[config.mk]
export PLATFORM = sky130hd
export DESIGN_NAME = pid_position_controller
export DESIGN_NICKNAME = d
export VERILOG_FILES = /design/src/sv/pidpc_pkg.sv /design/src/sv/pidpc_mul.sv /design/src/sv/pidpc_div.sv /design/src/sv/pid_position_controller.sv
export SDC_FILE = /design/constraint.sdc
export NUM_CORES = 2
export LEC_CHECK = 0
export BUFFER_PORTS_ARGS = -buffer_cell sky130_fd_sc_hd__buf_2
export CORE_ASPECT_RATIO = 0.6
export CORE_MARGIN = 1
export CORE_UTILIZATION = 30
export DETAILED_ROUTE_END_ITERATION = 16
export GPL_ROUTABILITY_DRIVEN = 0
export PLACE_DENSITY = 0.47
export SLEW_MARGIN = 10
export SYNTH_ARGS = -nofsm -noshare
export SYNTH_HDL_FRONTEND = slang
export SYNTH_HIERARCHICAL = 1
export SYNTH_SLANG_ARGS = --single-unit
[constraint.sdc]
create_clock -name clk -period 24.1 [get_ports clk]
set_input_delay 2.41 -clock clk [delete_from_list [all_inputs] [get_ports clk]]
set_output_delay 2.41 -clock clk [all_outputs]
set_load 0.005 [all_outputs]
[src/sv/pidpc_pkg.sv]
// Shared types and constants of the position PID controller.
// Used by pidpc_mul, pidpc_div and pid_position_controller; depends on nothing.
package pidpc_pkg;

  localparam int MUL_AW    = 54;
  localparam int MUL_BW    = 32;
  localparam int MUL_HW    = MUL_AW + 3;
  localparam int MUL_PW    = MUL_HW + MUL_BW;
  localparam int MUL_STEPS = MUL_BW / 2;
  localparam int MUL_CW    = $clog2(MUL_STEPS);

  localparam int DIV_NW = 58;
  localparam int DIV_DW = 32;
  localparam int DIV_CW = $clog2(DIV_NW);

  localparam logic [2:0] REG_GAIN_PROP       = 3'd0;
  localparam logic [2:0] REG_GAIN_INTEGRAL   = 3'd1;
  localparam logic [2:0] REG_GAIN_DERIV      = 3'd2;
  localparam logic [2:0] REG_DERIV_SMOOTHING = 3'd3;
  localparam logic [2:0] REG_UPPER_LIMIT     = 3'd4;
  localparam logic [2:0] REG_LOWER_LIMIT     = 3'd5;
  localparam logic [2:0] REG_DEAD_BAND       = 3'd6;

  typedef enum logic [1:0] {
    ST_IDLE,
    ST_ISSUE,
    ST_WAIT,
    ST_FINISH
  } state_t;

  typedef enum logic [3:0] {
    OP_DIFF_MUL,
    OP_DV_DIV,
    OP_SUM_MUL,
    OP_IV_DIV,
    OP_P_MUL,
    OP_I_MUL,
    OP_DR_MUL,
    OP_DNEW_MUL,
    OP_DOLD_MUL
  } op_t;

endpackage

[src/sv/pidpc_mul.sv]
// Serial signed-by-unsigned multiplier, two multiplier bits per cycle.
// Depends on pidpc_pkg for its widths and step count.
module pidpc_mul (
  input  logic                                 clk,
  input  logic                                 rst,
  input  logic                                 start,
  input  logic signed [pidpc_pkg::MUL_AW-1:0]  a,
  input  logic        [pidpc_pkg::MUL_BW-1:0]  b,
  output logic                                 done,
  output logic signed [pidpc_pkg::MUL_PW-1:0]  prod
);
  import pidpc_pkg::*;

  logic signed [MUL_HW-1:0] hi;
  logic        [MUL_BW-1:0] lo;
  logic signed [MUL_HW-1:0] a1;
  logic signed [MUL_HW-1:0] a3;
  logic signed [MUL_HW-1:0] a_ext;
  logic signed [MUL_HW-1:0] addend;
  logic signed [MUL_HW-1:0] sum;
  logic signed [MUL_PW-1:0] shifted;
  logic        [MUL_CW-1:0] cnt;
  logic                     busy;

  always_comb begin
    a_ext = MUL_HW'(a);
    case (lo[1:0])
      2'd0:    addend = '0;
      2'd1:    addend = a1;
      2'd2:    addend = a1 <<< 1;
      default: addend = a3;
    endcase
    sum     = hi + addend;
    shifted = $signed({sum, lo}) >>> 2;
  end

  always_ff @(posedge clk) begin
    if (start) begin
      hi  <= '0;
      lo  <= b;
      a1  <= a_ext;
      a3  <= a_ext + (a_ext <<< 1);
      cnt <= MUL_CW'(MUL_STEPS - 1);
    end else if (busy) begin
      {hi, lo} <= shifted;
      cnt      <= cnt - 1'b1;
    end
  end

  always_ff @(posedge clk) begin
    if (rst) begin
      busy <= 1'b0;
      done <= 1'b0;
    end else begin
      done <= busy && (cnt == '0);
      if (start) begin
        busy <= 1'b1;
      end else if (busy && (cnt == '0)) begin
        busy <= 1'b0;
      end
    end
  end

  assign prod = {hi, lo};

endmodule

[src/sv/pidpc_div.sv]
// Serial restoring divider for unsigned magnitudes, one quotient bit per cycle.
// Depends on pidpc_pkg for its widths and step count.
module pidpc_div (
  input  logic                          clk,
  input  logic                          rst,
  input  logic                          start,
  input  logic [pidpc_pkg::DIV_NW-1:0]  num,
  input  logic [pidpc_pkg::DIV_DW-1:0]  den,
  output logic                          done,
  output logic [pidpc_pkg::DIV_NW-1:0]  quot
);
  import pidpc_pkg::*;

  logic [DIV_NW-1:0] dvd;
  logic [DIV_DW-1:0] rem;
  logic [DIV_DW-1:0] dsr;
  logic [DIV_DW:0]   trial;
  logic [DIV_CW-1:0] cnt;
  logic              busy;

  assign trial = {rem, dvd[DIV_NW-1]} - {1'b0, dsr};

  always_ff @(posedge clk) begin
    if (start) begin
      dvd <= num;
      rem <= '0;
      dsr <= den;
      cnt <= DIV_CW'(DIV_NW - 1);
    end else if (busy) begin
      cnt <= cnt - 1'b1;
      if (!trial[DIV_DW]) begin
        rem <= trial[DIV_DW-1:0];
        dvd <= {dvd[DIV_NW-2:0], 1'b1};
      end else begin
        rem <= {rem[DIV_DW-2:0], dvd[DIV_NW-1]};
        dvd <= {dvd[DIV_NW-2:0], 1'b0};
      end
    end
  end

  always_ff @(posedge clk) begin
    if (rst) begin
      busy <= 1'b0;
      done <= 1'b0;
    end else begin
      done <= busy && (cnt == '0);
      if (start) begin
        busy <= 1'b1;
      end else if (busy && (cnt == '0)) begin
        busy <= 1'b0;
      end
    end
  end

  assign quot = dvd;

endmodule

[src/sv/pid_position_controller.sv]
// Position PID controller with filtered derivative, top level.
// Depends on pidpc_pkg, pidpc_mul and pidpc_div.
//
// A sample with a valid target, when a previous sample exists, takes seven
// multiplications on the shared two-bit serial multiplier and two divisions on
// the one-bit serial divider, besides the steps that accept and finish it.
// The first sample after a clear takes only the five multiplications, and a
// sample with an invalid target goes from accept straight to finish. The
// block takes one sample at a time; the result waits in an output register
// while the next sample is accepted.
module pid_position_controller #(
  parameter int GAIN_FRAC_BITS   = 16,
  parameter int TICKS_PER_SECOND = 1000000
) (
  input  logic        clk,
  input  logic        rst,
  input  logic        s_axis_tvalid,
  output logic        s_axis_tready,
  input  logic [79:0] s_axis_tdata,   // setpoint, measured, time_us
  input  logic [0:0]  s_axis_tuser,   // target_valid
  output logic        m_axis_tvalid,
  input  logic        m_axis_tready,
  output logic [23:0] m_axis_tdata,   // drive
  output logic [0:0]  m_axis_tuser,   // in_dead_band
  input  logic        cfg_valid,
  output logic        cfg_ready,
  input  logic [2:0]  cfg_index,
  input  logic [23:0] cfg_data
);
  import pidpc_pkg::*;

  localparam logic [MUL_BW-1:0] TICKS     = MUL_BW'(TICKS_PER_SECOND);
  localparam logic [DIV_DW-1:0] TWO_TICKS = DIV_DW'(2 * TICKS_PER_SECOND);

  logic        [23:0] gain_prop;
  logic        [23:0] gain_integral;
  logic        [23:0] gain_deriv;
  logic        [15:0] deriv_smoothing;
  logic signed [23:0] upper_limit;
  logic signed [23:0] lower_limit;
  logic        [22:0] dead_band;

  logic signed [24:0] last_error;
  logic signed [23:0] error_integral;
  logic signed [31:0] last_deriv_term;
  logic        [31:0] last_time;
  logic               have_previous;

  state_t state, state_next;
  op_t    op, op_next;

  logic signed [24:0]        e_reg;
  logic        [31:0]        el_reg;
  logic        [31:0]        now_reg;
  logic                      tv_reg;
  logic        [DIV_NW-1:0]  num_reg;
  logic                      num_neg;
  logic signed [MUL_AW-1:0]  dv;
  logic signed [31:0]        iv;
  logic signed [63:0]        acc;
  logic signed [31:0]        dr;
  logic signed [63:0]        dacc;
  logic signed [31:0]        d_reg;

  logic                      mul_start, div_start, mul_done, div_done, unit_done, is_div;
  logic signed [MUL_AW-1:0]  mul_a;
  logic        [MUL_BW-1:0]  mul_b;
  logic signed [MUL_PW-1:0]  prod;
  logic        [DIV_NW-1:0]  div_n;
  logic        [DIV_DW-1:0]  div_d;
  logic        [DIV_NW-1:0]  quot;

  logic signed [24:0]        e_in;
  logic        [31:0]        el_in;
  logic signed [25:0]        e_diff, e_sum;
  logic signed [MUL_PW-1:0]  prod_sh, prod_mag;
  logic signed [63:0]        q_signed, iv_wide;
  logic signed [31:0]        iv_sat, dr_sat;
  logic signed [63:0]        d_sum, total, clamp1, clamp2;
  logic signed [31:0]        ei1, ei2;
  logic        [24:0]        e_mag;
  logic                      in_db, out_free, finish;

  assign cfg_ready = 1'b1;

  always_ff @(posedge clk) begin
    if (rst) begin
      gain_prop       <= 24'd5898;
      gain_integral   <= '0;
      gain_deriv      <= '0;
      deriv_smoothing <= '0;
      upper_limit     <= 24'sd30720;
      lower_limit     <= -24'sd30720;
      dead_band       <= 23'd512;
    end else if (cfg_valid && cfg_ready) begin
      unique case (cfg_index)
        REG_GAIN_PROP:       gain_prop       <= cfg_data;
        REG_GAIN_INTEGRAL:   gain_integral   <= cfg_data;
        REG_GAIN_DERIV:      gain_deriv      <= cfg_data;
        REG_DERIV_SMOOTHING: deriv_smoothing <= cfg_data[15:0];
        REG_UPPER_LIMIT:     upper_limit     <= $signed(cfg_data);
        REG_LOWER_LIMIT:     lower_limit     <= $signed(cfg_data);
        REG_DEAD_BAND:       dead_band       <= cfg_data[22:0];
        default: ;
      endcase
    end
  end

  assign is_div    = (op == OP_DV_DIV) || (op == OP_IV_DIV);
  assign unit_done = is_div ? div_done : mul_done;
  assign out_free  = !m_axis_tvalid || m_axis_tready;

  always_comb begin
    state_next = state;
    op_next    = op;
    unique case (state)
      ST_IDLE: begin
        if (s_axis_tvalid) begin
          state_next = s_axis_tuser[0] ? ST_ISSUE : ST_FINISH;
          op_next    = have_previous ? OP_DIFF_MUL : OP_P_MUL;
        end
      end
      ST_ISSUE: state_next = ST_WAIT;
      ST_WAIT: begin
        if (unit_done) begin
          state_next = ST_ISSUE;
          case (op)
            OP_DIFF_MUL: op_next = OP_DV_DIV;
            OP_DV_DIV:   op_next = OP_SUM_MUL;
            OP_SUM_MUL:  op_next = OP_IV_DIV;
            OP_IV_DIV:   op_next = OP_P_MUL;
            OP_P_MUL:    op_next = OP_I_MUL;
            OP_I_MUL:    op_next = OP_DR_MUL;
            OP_DR_MUL:   op_next = OP_DNEW_MUL;
            OP_DNEW_MUL: op_next = OP_DOLD_MUL;
            default:     state_next = ST_FINISH;
          endcase
        end
      end
      ST_FINISH: begin
        if (out_free) begin
          state_next = ST_IDLE;
        end
      end
      default: state_next = ST_IDLE;
    endcase
  end

  always_comb begin
    s_axis_tready = 1'b0;
    mul_start     = 1'b0;
    div_start     = 1'b0;
    finish        = 1'b0;
    unique case (state)
      ST_IDLE:   s_axis_tready = 1'b1;
      ST_ISSUE: begin
        mul_start = !is_div;
        div_start = is_div;
      end
      ST_WAIT:   ;
      ST_FINISH: finish = out_free;
      default:   ;
    endcase
  end

  always_ff @(posedge clk) begin
    if (rst) begin
      state <= ST_IDLE;
      op    <= OP_P_MUL;
    end else begin
      state <= state_next;
      op    <= op_next;
    end
  end

  always_comb begin
    e_in   = 25'($signed(s_axis_tdata[23:0])) - 25'($signed(s_axis_tdata[47:24]));
    el_in  = s_axis_tdata[79:48] - last_time;
    e_diff = 26'(e_reg) - 26'(last_error);
    e_sum  = 26'(e_reg) + 26'(last_error);
    mul_a  = '0;
    mul_b  = '0;
    div_n  = num_reg;
    div_d  = el_reg;
    case (op)
      OP_DIFF_MUL: begin
        mul_a = MUL_AW'(e_diff);
        mul_b = TICKS;
      end
      OP_SUM_MUL: begin
        mul_a = MUL_AW'(e_sum);
        mul_b = el_reg;
      end
      OP_IV_DIV: div_d = TWO_TICKS;
      OP_P_MUL: begin
        mul_a = MUL_AW'(e_reg);
        mul_b = MUL_BW'(gain_prop);
      end
      OP_I_MUL: begin
        mul_a = MUL_AW'(iv);
        mul_b = MUL_BW'(gain_integral);
      end
      OP_DR_MUL: begin
        mul_a = dv;
        mul_b = MUL_BW'(gain_deriv);
      end
      OP_DNEW_MUL: begin
        mul_a = MUL_AW'(dr);
        mul_b = MUL_BW'(17'h10000 - {1'b0, deriv_smoothing});
      end
      OP_DOLD_MUL: begin
        mul_a = MUL_AW'(last_deriv_term);
        mul_b = MUL_BW'(deriv_smoothing);
      end
      default: ;
    endcase
  end

  always_comb begin
    prod_sh  = prod >>> GAIN_FRAC_BITS;
    prod_mag = prod[MUL_PW-1] ? -prod : prod;
    q_signed = num_neg ? -$signed(64'(quot)) : $signed(64'(quot));
    iv_wide  = 64'(error_integral) + q_signed;
    if (iv_wide > 64'sd2147483647) begin
      iv_sat = 32'sh7fffffff;
    end else if (iv_wide < -64'sd2147483648) begin
      iv_sat = 32'sh80000000;
    end else begin
      iv_sat = iv_wide[31:0];
    end
    if (prod_sh > MUL_PW'(64'sd2147483647)) begin
      dr_sat = 32'sh7fffffff;
    end else if (prod_sh < MUL_PW'(-64'sd2147483648)) begin
      dr_sat = 32'sh80000000;
    end else begin
      dr_sat = prod_sh[31:0];
    end
    d_sum  = dacc + prod[63:0];
    total  = acc + 64'(d_reg);
    clamp1 = (total > 64'(upper_limit)) ? 64'(upper_limit) : total;
    clamp2 = (clamp1 < 64'(lower_limit)) ? 64'(lower_limit) : clamp1;
    ei1    = (iv > 32'(upper_limit)) ? 32'(upper_limit) : iv;
    ei2    = (ei1 < 32'(lower_limit)) ? 32'(lower_limit) : ei1;
    e_mag  = e_reg[24] ? 25'(-e_reg) : 25'(e_reg);
    in_db  = e_mag <= {2'b00, dead_band};
  end

  always_ff @(posedge clk) begin
    if (s_axis_tvalid && s_axis_tready) begin
      e_reg   <= e_in;
      el_reg  <= (el_in == '0) ? 32'd1 : el_in;
      now_reg <= s_axis_tdata[79:48];
      tv_reg  <= s_axis_tuser[0];
      dv      <= '0;
      iv      <= '0;
    end else if ((state == ST_WAIT) && unit_done) begin
      case (op)
        OP_DIFF_MUL, OP_SUM_MUL: begin
          num_reg <= prod_mag[DIV_NW-1:0];
          num_neg <= prod[MUL_PW-1];
        end
        OP_DV_DIV:   dv    <= num_neg ? -$signed(quot[MUL_AW-1:0]) : $signed(quot[MUL_AW-1:0]);
        OP_IV_DIV:   iv    <= iv_sat;
        OP_P_MUL:    acc   <= prod_sh[63:0];
        OP_I_MUL:    acc   <= acc + prod_sh[63:0];
        OP_DR_MUL:   dr    <= dr_sat;
        OP_DNEW_MUL: dacc  <= prod[63:0];
        OP_DOLD_MUL: d_reg <= d_sum[47:16];
        default: ;
      endcase
    end
  end

  always_ff @(posedge clk) begin
    if (rst) begin
      last_error      <= '0;
      error_integral  <= '0;
      last_deriv_term <= '0;
      last_time       <= '0;
      have_previous   <= 1'b0;
      m_axis_tvalid   <= 1'b0;
    end else if (finish) begin
      m_axis_tvalid <= 1'b1;
      if (tv_reg) begin
        last_error      <= e_reg;
        error_integral  <= ei2[23:0];
        last_deriv_term <= d_reg;
        last_time       <= now_reg;
        have_previous   <= 1'b1;
      end else begin
        last_error      <= '0;
        error_integral  <= '0;
        last_deriv_term <= '0;
        last_time       <= '0;
        have_previous   <= 1'b0;
      end
    end else if (m_axis_tready) begin
      m_axis_tvalid <= 1'b0;
    end
  end

  always_ff @(posedge clk) begin
    if (finish) begin
      if (tv_reg && !in_db) begin
        m_axis_tdata <= clamp2[23:0];
        m_axis_tuser <= 1'b0;
      end else begin
        m_axis_tdata <= '0;
        m_axis_tuser <= 1'b1;
      end
    end
  end

  pidpc_mul u_mul (
    .clk   (clk),
    .rst   (rst),
    .start (mul_start),
    .a     (mul_a),
    .b     (mul_b),
    .done  (mul_done),
    .prod  (prod)
  );

  pidpc_div u_div (
    .clk   (clk),
    .rst   (rst),
    .start (div_start),
    .num   (div_n),
    .den   (div_d),
    .done  (div_done),
    .quot  (quot)
  );

endmodule
==> results summary <==
The flow ran to the end, and the final reports show no timing, DRC or antenna violations. The number of port buffers came out at roughly 140. The post-cts gate resize count came out at 0. The longest individual stage delay on the worst path is approximately 640 ps. Once the floorplan was initialized, standard cells occupied 30.3% of the core.

Net switching is about two fifths of the power. STA classifies the critical path startpoint as a flip-flop. The maximum number of pins on one net before global-route repair is between 100 and 150. Among all stages on the critical path, the largest delay is contributed by a32oi_1. The number of enable-type register cells in the synthesized netlist is a little under 600. Setup repair after global routing left no endpoint under its margin. Clock-pin slew was measured on the worst setup and hold paths at roughly 70 ps.

The die span in y is just under 400 um. The launch instance of the worst min-delay path is last_time[14]$_SDFFE_PP0P_. The number of hold-slack violations in the final timing report is 0. In this run the mean area of a mapped cell was 8.84 um2. The count of nets left with antenna violations once routing finished came out at 0. The startpoint identified for the worst register-to-register timing path is acc[1]$_DFFE_PP_. The root buffer cell is clkbuf_16. The proportion of synthesized chip area in sequential cells is between 30% and 40%. The number of buffers between clock root and the deepest sink is 3. In the final routed layout, each cell accounts on average for approximately 25 um. The number of buffers inserted to repair setup after CTS came out at 0. The share of total power in sequential cells is between 30% and 40%.

Power spread over the standard cell area amounts to between 70 and 80 nW/um2. The footprint of the flip-flops and latches is approximately 27000 um2. The global-route wire length before repair is 429 mm. The final route contains 67.3k vias. The flip-flop count of the largest register, all copies and words added is 64.

The type of the worst min-delay path is flip-flop to flip-flop. The number of hold-repair buffers added at the cts stage is 0. The period utilization is approximately 48%. The total negative slack for setup checks is 0 ps. The die width is about 650 um. The peak clock frequency supported by timing is 87.3 MHz.

The internal power came out at about 3.9 mW. The synthesized netlist cell count came out at approximately 8.5k. The number of nets in the final layout came out at roughly 9.3k. Clock tree synthesis found a total of 1047 sinks. The detailed router finished its first iteration with ~9.4k violations. TritonCTS built the clock tree. The floorplan has ~140 rows.

STA classifies the critical path endpoint as a flip-flop. The analysis attributes to cell leakage a power of around 33 nW. The slew at the pin closest to its max-slew limit is ~1500 ps.

The worst relative slew slack is ~2.6%. The combinational power share came out at around 36%. The cell with the most instances on the worst path is a21o_1. The overall routed net length came out at 301 mm. The area taken by multi-input logic gates is approximately 45000 um2. acc holds more flip-flops than any other register.

The commonest register cell after synthesis is edfxtp_1. The number of violations of the max-capacitance limit is 0. The fraction of layout cells with a size suffix above 1 came out at around 9.0%.

The worst-case IR drop observed on VDD is 0.0624 mV. The synthesized area came out at ~75000 um2. The worst setup path startpoint is acc[1]$_DFFE_PP_.

The layout filler cell count came out at approximately 25k. The share of flip-flops with an asynchronous set or reset came out at 0%. The final cell count without fillers came out at around 12k. The critical path data required time is ~25000 ps. The placed instances occupy a cell area of just under 80000 um2. Across all hold checks on the routed design, the worst slack comes to 453 ps.

The instance count after placement with tap cells included is 11.6k. After routing the design area is ~83000 um2. The area enclosed by the die boundary is between 200000 and 300000 um2.

Counting every net in the synthesized netlist gives 9281. The class of the most critical setup path is flip-flop to flip-flop. In this run the standard cell core region covers about 250000 um2. The DRC violation count after routing is 0. In this run, synthesis produced a sequential element count of around 1.0k.

The final worst slack came out at 12640 ps. The pre-CTS setup slack is 12850 ps. In this run the worst path has a maximum fanout of 67.

The maximum clock skew at final layout came out at 69.9 ps. The number of clock buffers added by TritonCTS is roughly 110. The pre-antenna-repair detailed-routing pass consisted of 6 iterations. The number of vias per cell is 5.68.

The area growth from synthesis to layout came out at 11.2%. The number of antenna violations at the first check in global routing is 34. The number of global-route vias before repair was 59.3k. For the worst setup path, the data arrival time is 11910 ps. The source-to-sink clock delay at the later pin of the worst-skew pair is 780 ps. The time the final worst path needs with I/O delays and setup is approximately 11000 ps. The all-layer global routing usage is roughly 23%. For this run the aggregate overflow at the end of global routing stands at 0.

The count of distinct cell types in the synthesized netlist came out at about 110. The post-detailed-placement half-perimeter wirelength is around 240 mm. The final number of max-transition violations came out at 0. The count of endpoints failing setup in the final report is 0. In this run the number of H-tree levels came out at 3. between 100 and 150 I/O pins were placed. Yosys printed 6 warnings. Summed over all nets, the switching power comes to 2.42 mW.

The power share of the clock group came out at about 29%.
==> stage by stage <==
step	utilization (%)	total power [mW]
finish	33.7	6.36
global route	33.7	6.67
CTS	33.6	6.32
detailed placement	32.1	4.50
global placement	32.1	4.48
floorplan	-	3.79
==> kinds of logic (layout without fill, tap and decap cells) <==
logic type	count (synthesis)	count (layout)	synth area share [%]
flops	1047	1047	35.8
buf+inv	744	839	3.87
fa+ha+maj	717	717	12.1
xor+xnor	500	500	5.87
other cells	1	15	0.00502
simple gates	2683	2683	16.7
mux	292	292	4.21
compound gates	2467	2467	21.4
==> synth_stat cells (19+ instances only) <==
cell      instances  area (um2)
nand2_1        1138        4270
a21oi_1         748        3740
ha_1            707        8850
edfxtp_1        580       17400
nor2_1          507        1900
o21ai_0         493        2470
dfxtp_1         467        9350
inv_1           356        1340
a21o_1          340        2550
xnor2_1         337        2950
clkbuf_1        327        1230
nand3_1         222        1110
mux2_2          171        1930
xor2_1          162        1420
nand4_1         143         895
nor3_1          125         626
mux2i_1         120        1200
nand2b_1        112         701
nor2b_1         109         682
a22oi_1          88         661
o21a_1           81         608
o21bai_1         69         518
o31ai_1          69         518
a211oi_1         62         465
and3_1           56         350
a22o_1           55         482
o211ai_1         50         375
nor4_1           47         294
or3_1            47         294
a31oi_1          45         282
or2_2            39         244
or4_1            37         278
o41ai_1          36         315
a311oi_1         32         280
a222oi_1         29         290
buf_1            24        90.1
buf_2            23         115
and2_1           22         138
nand3b_1         22         165
a211o_1          21         184
o22ai_1          21         131
o21ai_1          19        95.1
==> routing by layer <==
layer  track usage, %  wire, um  share of wire, %
met4             2.90      3360               1.1
met2             24.3     92600                31
met1             40.9    163000                54
met5                0        48             0.016
met3             8.02     42000                14
==> path summary, 6_finish.rpt <==
| path | cells after the start | end | slack [ps] |
|---|---|---|---|
| worst min register to register | 2 | last_time[14]$_SDFFE_PP0P_ | 450 |
| worst max-delay path | 38 | m_axis_tdata[20]$_SDFFCE_PN0P_ | 12640 |
| worst max register to register | 38 | m_axis_tdata[20]$_SDFFCE_PN0P_ | 12640 |
| worst min-delay path | 2 | last_time[14]$_SDFFE_PP0P_ | 450 |
==> power groups by stage <==
| stage | clock [mW] | combinational (mW) | sequential [mW] |
|---|---|---|---|
| CTS | 1.85 | 2.20 | 2.27 |
| global route | 1.91 | 2.46 | 2.29 |
| detailed placement | 0 | 2.19 | 2.31 |
| global placement | 0 | 2.17 | 2.31 |
| floorplan | 0 | 1.55 | 2.24 |
| finish | 1.82 | 2.26 | 2.28 |
==> critical path, delay by kind of cell, from the launching register on <==
kind	cells	cell delay (ps)
AO/OA/AOI/OAI	23	6460
adder cells (fa/ha/maj)	3	1040
buffers and inverters	2	990
flip-flops	1	480
multiplexers	3	880
AND/OR/NAND/NOR	7	1240
==> final cells by class <==
| cell class | instances | area share, % |
|---|---|---|
| Sequential cell | 1047 | 32.2 |
| Antenna cell | 14 | 0.0422 |
| Clock buffer | 148 | 3.65 |
| Inverter | 357 | 1.62 |
| Clock inverter | 56 | 0.828 |
| Timing Repair Buffer | 278 | 2.15 |
| Multi-Input combinational cell | 6660 | 54.5 |
| Tap cell | 3289 | 4.95 |
==> layout by cell type (no fill, tap or decap), types with 32 or more instances in the layout <==
master and instances:
mux2_2 171, or3_1 47, nand4_1 143, buf_4 135
o31ai_1 69, nor2_1 496, o21ai_0 493, mux2i_1 120
nor2b_1 108, xor2_1 160, clkbuf_16 113, a21oi_1 748
a22oi_1 88, o211ai_1 50, ha_1 707, nand2b_1 112
a21o_1 340, a211oi_1 62, and3_1 56, nor3_1 116
xnor2_1 334, o41ai_1 35, buf_2 138, a311oi_1 32
a31oi_1 45, dfxtp_1 463, nand2_1 1137, nand3_1 220
o21bai_1 69, a22o_1 55, or4_1 37, or2_2 39
inv_1 351, o21a_1 81, edfxtp_1 580, nor4_1 46
No activity file was read; power rests on OpenSTA's default activity.
